<file path="config.mk">
export PLATFORM = sky130hd
export DESIGN_NAME = streaming_top_k_select_unit
export DESIGN_NICKNAME = d
export VERILOG_FILES = /design/src/rtl/core/tks_pkg.sv /design/src/rtl/core/tks_list.sv /design/src/rtl/core/tks_drain.sv /design/src/rtl/core/streaming_top_k_select_unit.sv
export SDC_FILE = /design/constraint.sdc
export NUM_CORES = 2
export LEC_CHECK = 0
export ABC_CLOCK_PERIOD_IN_PS = 46000
export CAP_MARGIN = 40
export CORE_MARGIN = 3
export CORE_UTILIZATION = 49
export DETAILED_ROUTE_END_ITERATION = 16
export DONT_BUFFER_PORTS = 1
export PLACE_DENSITY = 0.67
export SETUP_SLACK_MARGIN = 0.05
export SLEW_MARGIN = 10
export SYNTH_ARGS = -nofsm -noshare
export SYNTH_HDL_FRONTEND = slang
export SYNTH_HIERARCHICAL = 1
export SYNTH_SLANG_ARGS = --single-unit
</file>
<file path="constraint.sdc">
create_clock -name aclk -period 46 [get_ports aclk]
set_input_delay 4.6 -clock aclk [delete_from_list [all_inputs] [get_ports aclk]]
set_output_delay 4.6 -clock aclk [all_outputs]
set_load 0.01 [all_outputs]
</file>
<file path="src/rtl/core/tks_pkg.sv">
package tks_pkg;

    // Fixed field widths
    localparam int SCORE_W = 17;
    localparam int POS_W   = 16;
    localparam int TOP_W   = 5;

    // Stream payload widths, padded to whole bytes
    localparam int S_DATA_W = ((SCORE_W + 7) / 8) * 8;
    localparam int M_DATA_W = ((POS_W + SCORE_W + 7) / 8) * 8;

    // Configuration port
    localparam int CFG_DATA_W = 32;
    localparam int CFG_ADDR_W = 3;
    localparam logic [TOP_W-1:0] TOP_COUNT_RESET = TOP_W'(5);

    // Register index, taken from paddr[2]
    localparam logic REG_TOP_COUNT = 1'b0;

    // Parameter defaults
    localparam int DEF_MAX_KEEP   = 16;
    localparam int DEF_INDEX_BITS = 16;

    // One step of the list update
    typedef struct packed {
        logic fire;  // apply the item held in the input register
        logic last;  // item closes the vector: snapshot and clear
    } step_t;

endpackage

</file>
<file path="src/rtl/core/tks_list.sv">
module tks_list
    import tks_pkg::*;
#(
    parameter int MAX_KEEP   = DEF_MAX_KEEP,
    parameter int INDEX_BITS = DEF_INDEX_BITS,
    localparam int CNT_W     = $clog2(MAX_KEEP + 1)
) (
    input  logic                  aclk,
    input  logic                  aresetn,
    input  logic [TOP_W-1:0]      top_count,
    input  step_t                 step,
    input  logic [SCORE_W-1:0]    new_score,
    input  logic [INDEX_BITS-1:0] new_pos,
    output logic [SCORE_W-1:0]    nxt_score [MAX_KEEP],
    output logic [INDEX_BITS-1:0] nxt_pos   [MAX_KEEP],
    output logic [CNT_W-1:0]      nxt_cnt
);

    localparam int K_W = (CNT_W > TOP_W) ? CNT_W : TOP_W;

    logic [SCORE_W-1:0]    score_reg [MAX_KEEP];
    logic [INDEX_BITS-1:0] pos_reg   [MAX_KEEP];
    logic [CNT_W-1:0]      cnt_reg;
    logic [CNT_W-1:0]      cnt_next;

    logic [K_W-1:0]    k;
    logic [K_W-1:0]    cnt_eff;
    logic [MAX_KEEP-1:0] ge;
    logic              ge_last;
    logic              ins;

    // Effective list length and held count after a possible top_count cut
    always_comb begin
        k = (K_W'(top_count) > K_W'(MAX_KEEP)) ? K_W'(MAX_KEEP) : K_W'(top_count);
        cnt_eff = (K_W'(cnt_reg) > k) ? k : K_W'(cnt_reg);
    end

    // Parallel compare: held entries that stay ahead of the new score
    always_comb begin
        ge_last = 1'b0;
        for (int j = 0; j < MAX_KEEP; j++) begin
            ge[j] = (K_W'(j) < cnt_eff) && (score_reg[j] >= new_score);
            if (K_W'(j + 1) == k) begin
                ge_last = ge[j];
            end
        end
        ins = (k != '0) && !ge_last;
    end

    always_comb begin
        for (int j = 0; j < MAX_KEEP; j++) begin
            nxt_score[j] = score_reg[j];
            nxt_pos[j]   = pos_reg[j];
            if (ins && !ge[j]) begin
                if (j == 0) begin
                    nxt_score[j] = new_score;
                    nxt_pos[j]   = new_pos;
                end else if (ge[j-1]) begin
                    nxt_score[j] = new_score;
                    nxt_pos[j]   = new_pos;
                end else begin
                    nxt_score[j] = score_reg[j-1];
                    nxt_pos[j]   = pos_reg[j-1];
                end
            end
        end
        if (ins && (cnt_eff < k)) begin
            nxt_cnt = CNT_W'(cnt_eff + K_W'(1));
        end else begin
            nxt_cnt = CNT_W'(cnt_eff);
        end
    end

    always_comb begin
        cnt_next = cnt_reg;
        if (step.fire) begin
            cnt_next = step.last ? '0 : nxt_cnt;
        end
    end

    always_ff @(posedge aclk) begin
        if (!aresetn) begin
            cnt_reg <= '0;
        end else begin
            cnt_reg <= cnt_next;
        end
    end

    always_ff @(posedge aclk) begin
        if (step.fire && ins) begin
            for (int j = 0; j < MAX_KEEP; j++) begin
                score_reg[j] <= nxt_score[j];
                pos_reg[j]   <= nxt_pos[j];
            end
        end
    end

    a_cnt_bound: assert property (@(posedge aclk) disable iff (!aresetn)
        K_W'(cnt_reg) <= K_W'(MAX_KEEP))
        else $error("held count above list depth");

    a_clear_on_last: assert property (@(posedge aclk) disable iff (!aresetn)
        step.fire && step.last |=> cnt_reg == '0)
        else $error("list not cleared after end of vector");

    a_hold_idle: assert property (@(posedge aclk) disable iff (!aresetn)
        !step.fire |=> $stable(cnt_reg))
        else $error("held count moved without an item");

endmodule

</file>
<file path="src/rtl/core/tks_drain.sv">
module tks_drain
    import tks_pkg::*;
#(
    parameter int MAX_KEEP   = DEF_MAX_KEEP,
    parameter int INDEX_BITS = DEF_INDEX_BITS,
    localparam int CNT_W     = $clog2(MAX_KEEP + 1)
) (
    input  logic                  aclk,
    input  logic                  aresetn,
    input  logic                  load,
    input  logic [SCORE_W-1:0]    ld_score [MAX_KEEP],
    input  logic [INDEX_BITS-1:0] ld_pos   [MAX_KEEP],
    input  logic [CNT_W-1:0]      ld_cnt,
    output logic                  free,
    output logic                  m_tvalid,
    input  logic                  m_tready,
    output logic [M_DATA_W-1:0]   m_tdata,
    output logic                  m_tlast
);

    logic [SCORE_W-1:0]    snap_score_reg [MAX_KEEP];
    logic [INDEX_BITS-1:0] snap_pos_reg   [MAX_KEEP];
    logic [CNT_W-1:0]      snap_cnt_reg;
    logic [CNT_W-1:0]      snap_cnt_next;
    logic                  pop;
    logic [INDEX_BITS+POS_W-1:0] pos_ext;

    assign pop      = m_tvalid && m_tready;
    assign m_tvalid = (snap_cnt_reg != '0);
    assign m_tlast  = (snap_cnt_reg == CNT_W'(1));
    assign free     = (snap_cnt_reg == '0) || (m_tlast && m_tready);

    assign pos_ext = {{POS_W{1'b0}}, snap_pos_reg[0]};
    assign m_tdata = M_DATA_W'({snap_score_reg[0], pos_ext[POS_W-1:0]});

    always_comb begin
        snap_cnt_next = snap_cnt_reg;
        if (load) begin
            snap_cnt_next = ld_cnt;
        end else if (pop) begin
            snap_cnt_next = snap_cnt_reg - CNT_W'(1);
        end
    end

    always_ff @(posedge aclk) begin
        if (!aresetn) begin
            snap_cnt_reg <= '0;
        end else begin
            snap_cnt_reg <= snap_cnt_next;
        end
    end

    // Load a whole sorted list, or advance the head by one entry
    always_ff @(posedge aclk) begin
        if (load) begin
            for (int j = 0; j < MAX_KEEP; j++) begin
                snap_score_reg[j] <= ld_score[j];
                snap_pos_reg[j]   <= ld_pos[j];
            end
        end else if (pop) begin
            for (int j = 0; j < MAX_KEEP - 1; j++) begin
                snap_score_reg[j] <= snap_score_reg[j+1];
                snap_pos_reg[j]   <= snap_pos_reg[j+1];
            end
        end
    end

    a_load_when_free: assert property (@(posedge aclk) disable iff (!aresetn)
        load |-> free)
        else $error("snapshot overwritten while results pending");

endmodule

</file>
<file path="src/rtl/core/streaming_top_k_select_unit.sv">
// Streaming top-k selector. Scores arrive one per item on the s_ stream and are
// numbered from 0 in arrival order (the number saturates at 2^INDEX_BITS-1).
// The block keeps the min(top_count, MAX_KEEP) highest scores in a sorted
// register list; a score enters only if the list is short or it beats the
// smallest held score strictly, and among equal scores the earlier one stays
// ahead. The item with s_tlast set is ranked like any other and then closes
// the vector: the list is copied to an output buffer, cleared, and sent on
// the m_ stream best first, one result per cycle while m_tready is high, m_tlast
// on the final one. With top_count zero the vector yields no result. Rate: one
// item per cycle, set by the parallel compare-and-shift of the list. An end item
// is held in the input register while the buffer still sends the previous
// vector's results, so vectors shorter than their result count see stalls.
// An end item passes the input register and then the output buffer before its
// first result. Write top_count at byte address 0 only while the block is idle.
module streaming_top_k_select_unit
    import tks_pkg::*;
#(
    parameter int MAX_KEEP   = DEF_MAX_KEEP,
    parameter int INDEX_BITS = DEF_INDEX_BITS
) (
    input  logic                  aclk,
    input  logic                  aresetn,
    // configuration
    input  logic                  psel,
    input  logic                  penable,
    input  logic                  pwrite,
    input  logic [CFG_ADDR_W-1:0] paddr,
    input  logic [CFG_DATA_W-1:0] pwdata,
    output logic [CFG_DATA_W-1:0] prdata,
    output logic                  pready,
    // scores in
    input  logic                  s_tvalid,
    output logic                  s_tready,
    input  logic [S_DATA_W-1:0]   s_tdata,   // [16:0] score, rest zero
    input  logic                  s_tlast,   // end_of_vector
    // ranked results out
    output logic                  m_tvalid,
    input  logic                  m_tready,
    output logic [M_DATA_W-1:0]   m_tdata,   // [15:0] position, [32:16] best_score
    output logic                  m_tlast    // final_result
);

    localparam int CNT_W = $clog2(MAX_KEEP + 1);
    localparam logic [INDEX_BITS-1:0] CNT_MAX = '1;

    logic [TOP_W-1:0]      top_count_reg;
    logic                  in_vld_reg;
    logic [SCORE_W-1:0]    in_score_reg;
    logic                  in_last_reg;
    logic [INDEX_BITS-1:0] arrival_reg;
    logic [INDEX_BITS-1:0] arrival_next;

    step_t                 step;
    logic                  drain_free;
    logic                  s_acc;
    logic                  cfg_wr;

    logic [SCORE_W-1:0]    nxt_score [MAX_KEEP];
    logic [INDEX_BITS-1:0] nxt_pos   [MAX_KEEP];
    logic [CNT_W-1:0]      nxt_cnt;

    // APB: always ready, single register
    assign pready = 1'b1;
    assign cfg_wr = psel && penable && pwrite && pready && (paddr[2] == REG_TOP_COUNT);
    assign prdata = (paddr[2] == REG_TOP_COUNT) ? CFG_DATA_W'(top_count_reg) : '0;

    always_ff @(posedge aclk) begin
        if (!aresetn) begin
            top_count_reg <= TOP_COUNT_RESET;
        end else if (cfg_wr) begin
            top_count_reg <= pwdata[TOP_W-1:0];
        end
    end

    // Apply the held item unless it closes a vector while results still drain
    assign step      = step_t'{fire: in_vld_reg && (!in_last_reg || drain_free),
                               last: in_last_reg};
    assign s_tready  = !in_vld_reg || step.fire;
    assign s_acc     = s_tvalid && s_tready;

    always_ff @(posedge aclk) begin
        if (!aresetn) begin
            in_vld_reg <= 1'b0;
        end else if (s_acc) begin
            in_vld_reg <= 1'b1;
        end else if (step.fire) begin
            in_vld_reg <= 1'b0;
        end
    end

    always_ff @(posedge aclk) begin
        if (s_acc) begin
            in_score_reg <= s_tdata[SCORE_W-1:0];
            in_last_reg  <= s_tlast;
        end
    end

    // Arrival number: saturate at the top, restart after each vector
    always_comb begin
        arrival_next = arrival_reg;
        if (step.fire) begin
            if (step.last) begin
                arrival_next = '0;
            end else if (arrival_reg != CNT_MAX) begin
                arrival_next = arrival_reg + INDEX_BITS'(1);
            end
        end
    end

    always_ff @(posedge aclk) begin
        if (!aresetn) begin
            arrival_reg <= '0;
        end else begin
            arrival_reg <= arrival_next;
        end
    end

    tks_list #(
        .MAX_KEEP   (MAX_KEEP),
        .INDEX_BITS (INDEX_BITS)
    ) u_list (
        .aclk      (aclk),
        .aresetn   (aresetn),
        .top_count (top_count_reg),
        .step      (step),
        .new_score (in_score_reg),
        .new_pos   (arrival_reg),
        .nxt_score (nxt_score),
        .nxt_pos   (nxt_pos),
        .nxt_cnt   (nxt_cnt)
    );

    tks_drain #(
        .MAX_KEEP   (MAX_KEEP),
        .INDEX_BITS (INDEX_BITS)
    ) u_drain (
        .aclk     (aclk),
        .aresetn  (aresetn),
        .load     (step.fire && step.last),
        .ld_score (nxt_score),
        .ld_pos   (nxt_pos),
        .ld_cnt   (nxt_cnt),
        .free     (drain_free),
        .m_tvalid (m_tvalid),
        .m_tready (m_tready),
        .m_tdata  (m_tdata),
        .m_tlast  (m_tlast)
    );

endmodule
</file>
Yosys cells after proc, flatten, opt, wreduce, memory -nomap -nowiden. Memory sizes are Yosys's and may differ from the RTL's. Cells that the tools add are included.

Order comparisons: 35. Add/subtract/negate cells: 3. Reduce and logical (&&, ||, !) cells: 72. Bitwise operators: 31. Equal/unequal tests: 18. Muxes and demuxes: 126.

Operator list (number): $mux W17 (46); $mux W16 (48); $ge A17 B17 Y1 (16); $logic_and A1 B1 Y1 (43); $eq A4 B5 Y1 const A (8); $lt A4 B5 Y1 const A (8); $mux W5 (7); $or A1 B1 Y1 (30); $mux W1 (25); $eq A3 B5 Y1 const A (4); $lt A3 B5 Y1 const A (4); $logic_not A1 Y1 (19); $add A16 B1 Y16 const B (1); $ne A16 B16 Y1 const B (1); $eq A2 B5 Y1 const A (2); $lt A1 B5 Y1 const A (2); $lt A2 B5 Y1 const A (2); $reduce_bool A5 Y1 (2); $reduce_bool A2 Y1 (3); $add A5 B1 Y5 const B (1); $eq A1 B5 Y1 const A (1); $eq A5 B1 Y1 const B (1); $eq A5 B5 Y1 const A (1); $gt A5 B5 Y1 (1); other kinds (7) (9).

Memories: 4. Flip-flop bits (word level): 50. Input port bits: 67. Memory bits (writable): 1056. Output and inout port bits: 76. Logic and storage cells: 296.

Memories: u_drain.snap_score_reg (words 16, width 17, rd ports 16, clocked after Yosys merged registers in 0, write ports 16, line tks_drain.sv:21) `logic [SCORE_W-1:0] snap_score_reg [MAX_KEEP];`; u_list.score_reg (words 16, width 17, rd ports 16, clocked after Yosys merged registers in 0, write ports 16, line tks_list.sv:21) `logic [SCORE_W-1:0] score_reg [MAX_KEEP];`; u_drain.snap_pos_reg (words 16, width 16, rd ports 16, clocked after Yosys merged registers in 0, write ports 16, line tks_drain.sv:22) `logic [INDEX_BITS-1:0] snap_pos_reg [MAX_KEEP];`; u_list.pos_reg (words 16, width 16, rd ports 16, clocked after Yosys merged registers in 0, write ports 16, line tks_list.sv:22) `logic [INDEX_BITS-1:0] pos_reg [MAX_KEEP];`.

Depth between registers and ports, before layout.
Depth in word-level cells: 27. Depth in mapped cells: 22. Gate-level depth less buffers: 20.

Modules after synthesis. Netlist, hierarchy kept.

Modules (own cells, without submodules): tks_list (area each 34829.7 µm², sequential area each 15955.3 µm², instances 1, cells an instance 3140); tks_drain (area each 23445.0 µm², sequential area each 15955.3 µm², instances 1, cells an instance 1149); streaming_top_k_select_unit (area each 2057.0 µm², sequential area each 980.9 µm², instances 1, cells an instance 207).

Least setup slack after synthesis. No wires, ideal clock.

Kind: input to register. From: in m_tready. To: mem u_list/pos_reg[0][0] (netlist name) (enable). Data required time: 44.567 ns. Path buffers: 1. Setup time: 1.433 ns. Stages: 8. Data arrival time: 27.549 ns. Slack: 17.018 ns. Cells stage by stage: clkbuf_1 > a21oi_1 > nor4_1 > nand2b_1 > nand2_1 > inv_1 > inv_1 > nor2_1.

RTL lines: start: declaration (line streaming_top_k_select_unit.sv:38) `input logic m_tready,`; end: declaration (line tks_list.sv:22).

Worst setup path after layout.
From: in m_tready. To: out s_tready.

Word-level cells in the longest chain between the ends: 5.

Ends and longest elaborated chain: $logic_and A1 B1 Y1 (line tks_drain.sv:31) `assign free = (snap_cnt_reg == '0) || (m_tlast && m_tready);`; $logic_or A1 B1 Y1 (line tks_drain.sv:31); named net drain_free (line streaming_top_k_select_unit.sv:54) `logic drain_free;`; $logic_or A1 B1 Y1 (line streaming_top_k_select_unit.sv:76) `assign step = step_t'{fire: in_vld_reg && (!in_last_reg || drain_free),`; $logic_and A1 B1 Y1 (line streaming_top_k_select_unit.sv:76); $logic_or A1 B1 Y1 (line streaming_top_k_select_unit.sv:78) `assign s_tready = !in_vld_reg || step.fire;`; end: declaration (line streaming_top_k_select_unit.sv:33) `output logic s_tready,`.

The timed path passes the listed nets, and every way through them passes these cells.

==> impl_summary.md <==
Global routing
The sum of overflow across all layers after global routing is 0. The via count of the first global-routing pass is 36500. The number of antenna violations at the first check in global routing was 2.

Entering global routing, the biggest net connects 171 pins. In the global route stage, overall resource usage came out at 0.210. The global-route wire length before repair is 215000 um.

Drt
Signal routing reaches up to met5. The final layout contains routed wiring with a total length of 137000 um. In this run, the number of DRC markers left after iteration 0 of detailed routing was 3224. In the final routing, the length of wire on met1 measures 63100 um. In the final routed layout, each cell accounts on average for 22.2 um. After detailed routing, the number of remaining DRC violations is 0.

Detailed routing placed a total of 62300 um of wire on met2. Summing over every cut layer, the via total after detailed routing is 36400. The met3 wire length is 7140 um.

The number of nets still failing antenna checks after routing is 0. Dividing the detail-routed via count by the number of cells gives 5.94. The number of iterations in the first detailed-routing pass is 6.

Worst setup path
Of all nets on the critical path, the largest fanout is 12. The critical path capture point type is an output port. The number of cells on the worst reg-to-reg path is 20. The worst setup path is of the in2out kind. The endpoint arrival time on the critical path is 5.41 ns.

The worst setup path is launched from an input pin. The worst endpoint required time is 41.40 ns.

Status
The run finished with clean final reports.

Place
Routability-driven placement finished with a final weighted congestion of 0.845. The post-placement cell count is 5923. The instance area at placement is 61900 um^2.

After legalization and detailed placement, the total HPWL measured 88400 um. The count of buffers added on input and output ports is 0.

Clocking
The total CTS buffers is 115. No sink is reached through more buffers than the 3 on the longest clock path. CTS saw 1106 sinks.

The post-cts gate resize count is 0. The CTS root buffer is clkbuf_16. After clock tree synthesis, the clock-pin slew on the worst setup and hold paths is 0.06 ns. The count of H-tree levels built during CTS is 3. The post-CTS setup repair buffer count is 0. TritonCTS built the clock tree. The clock insertion delay at the later pin of the skew report is 0.70 ns.

In this run, post-CTS hold repair placed 0 buffers.

STA
The final-report setup violation count is 0. The setup TNS is 0 ns. The largest clock skew in the final design is 0.0298 ns. Counting I/O delays and the setup requirement, the final critical path takes 10.01 ns. The maximum clock frequency is 99.9 MHz.

The worst pin sits at a relative slew slack of 0.149. Setup repair after global routing left no endpoint under its margin. The final number of max-transition violations is 0. The total count of hold-check failures in the final report came to 0.

At the pin with the least slew margin, the transition time is 1.28 ns. The final critical-path share of the clock period is 0.218.

Logic synthesis
The synthesized design spends more area on one cell type than any other, namely edfxtp_1. For this run, the register share of the synthesized area comes to 0.545. Yosys mapped the design onto 98 distinct sky130hd cell types. Among all flip-flop cells after synthesis, the most frequent one is edfxtp_1. Sorting the synthesized cells by area gives the leading types as edfxtp_1, mux2_2, ha_1, mux2_4, a21oi_1. After synthesis, the share of flip-flops with an asynchronous set or reset is 0. The number of synthesized flops with an enable pin is 1074. After synthesis the netlist holds a flip-flop and latch count of 1106. The area share of the largest cell type after synthesis is 0.535. The total of warnings raised by yosys is 6. The post-synthesis cell area is 60300 um^2. The average instance in the mapped netlist occupies 13.4 um^2. The number of standard cells after synthesis is 4496.

Power
The power density over the cells is 56.9 nW/um^2. The maximum ir drop on the vdd rail is 0.0683 mV. In this run the static leakage power is 24.1 nW.

Floorplan
The die outline height is 357 um. The floorplan step defined a die boundary enclosing 127000 um^2. The initial utilization of the core area, before any placement, comes to 0.494. The horizontal die dimension is 357 um. In this run the standard cell core region covers 122000 um^2. The boundary pin count is 143.

Row generation in the floorplan step produced 128 rows.

Finish
In the final design database the tool counted 4768 nets. The proportion of layout cells with a drive suffix above 1 is 0.220. The post-layout instance count excluding filler cells is 6137.

The cell area after layout is 65600 um^2. From synthesis to final layout, the design area changed by 8.75%. The number of antenna repair diodes is 0.

Worst hold path
Along the worst hold path, the cell count comes to 1. In this run the worst hold path is classified as reg2reg.

Flow run
The tool flagged a number of max-cap violations equal to 0.
-- layout make-up --
cell class,instances,area (um^2)
Fill cell,10000,56400
Sequential cell,1106,32900
Multi-Input combinational cell,3009,25400
Clock buffer,147,3090
Tap cell,1625,2030
Timing Repair Buffer,119,1300
Clock inverter,67,634
Inverter,64,240
-- power breakdown --
group | switching (mW) | internal (mW)
logic | 0.586 | 0.489
clock network | 0.400 | 0.525
registers | 0.122 | 1.61
total | 1.11 | 2.63
-- metal layers --
| layer | GRT usage | up-vias |
|---|---|---|
| li1 | - | 17100 |
| met3 | 0.0270 | 199 |
| met5 | 0 | - |
| met4 | 0.0656 | 2 |
| met2 | 0.330 | 1007 |
| met1 | 0.305 | 18100 |
-- metrics by stage --
stage                     hold WS (ns)  utilization  total power [mW]  setup WS (ns)
after floorplan                  0.473            -              2.80          17.02
after global placement           0.508        0.502              2.77          35.54
after detailed placement         0.510        0.507              2.82          35.97
after CTS                        0.522        0.538              3.76          35.97
after global routing             0.539        0.538              3.92          35.95
final                            0.524        0.538              3.73          35.99
-- cells in the mapped netlist (all sizes together), types with 7 or more instances --
cell and n:
a2111oi 7, a211o 9, a211oi 27, a21o 27, a21oi 555, a31oi 34, and2 13, and4 12
buf 150, clkbuf 199, clkinv 16, dfxtp 32, edfxtp 1074, ha 286, inv 48, mux2 865
mux2i 221, nand2 149, nand2b 24, nand3 46, nand3b 7, nand4 51, nor2 139, nor2b 21
nor3 12, o211ai 15, o21a 12, o21ai 317, o31ai 9
-- critical path, stage by stage --
cell	delay [ns]
a21oi_1	0.05
nor4_1	0.25
buf_4	0.20
nand3b_1	0.30
-- layout by cell type, fill, tap and decap left out, types with 11 or more instances in the layout --
cell type     n
mux2_4      229
o21a_1       12
edfxtp_1   1074
mux2_1      205
o211ai_1     15
buf_4        83
mux2_2      431
buf_16       12
clkinv_2     22
nand4_1      50
clkbuf_16   116
nor2b_1      21
a21oi_1     552
a211oi_1     27
dfxtp_1      32
inv_1        47
and4_1       11
mux2i_1     221
a21o_1       26
nand2_1     148
conb_1       35
nor2_1      136
nand2b_1     22
clkinv_1     40
ha_1        286
nor3_1       11
a31oi_1      33
nand3_1      46
o21ai_0     310
clkbuf_1     24
-- path summary, 6_finish.rpt --
check	start	endpoint	slack [ns]
hold / removal	u_drain/snap_pos_reg[6][28]$_DFFE_PP_	u_drain/snap_pos_reg[6][12]$_DFFE_PP_	0.52
setup reg to reg	top_count_reg[4]$_SDFFE_PN0P_	u_drain/snap_pos_reg[7][13]$_DFFE_PP_	37.81
setup / recovery	m_tready	s_tready	35.99
hold reg to reg	u_drain/snap_pos_reg[6][28]$_DFFE_PP_	u_drain/snap_pos_reg[6][12]$_DFFE_PP_	0.52
-- cells by family (layout without fill, tap and decap cells) --
| logic type | after synthesis | in the layout | synth area share |
|---|---|---|---|
| flops | 1106 | 1106 | 0.545 |
| mux | 1086 | 1086 | 0.212 |
| compound gates | 1083 | 1083 | 0.101 |
| simple gates | 513 | 513 | 0.0418 |
| buf+inv | 413 | 397 | 0.0394 |
| fa+ha+maj | 286 | 286 | 0.0593 |
| xor+xnor | 6 | 6 | 0.000871 |
| other cells | 3 | 35 | 0.000187 |
(Power assumes the default switching activity.)
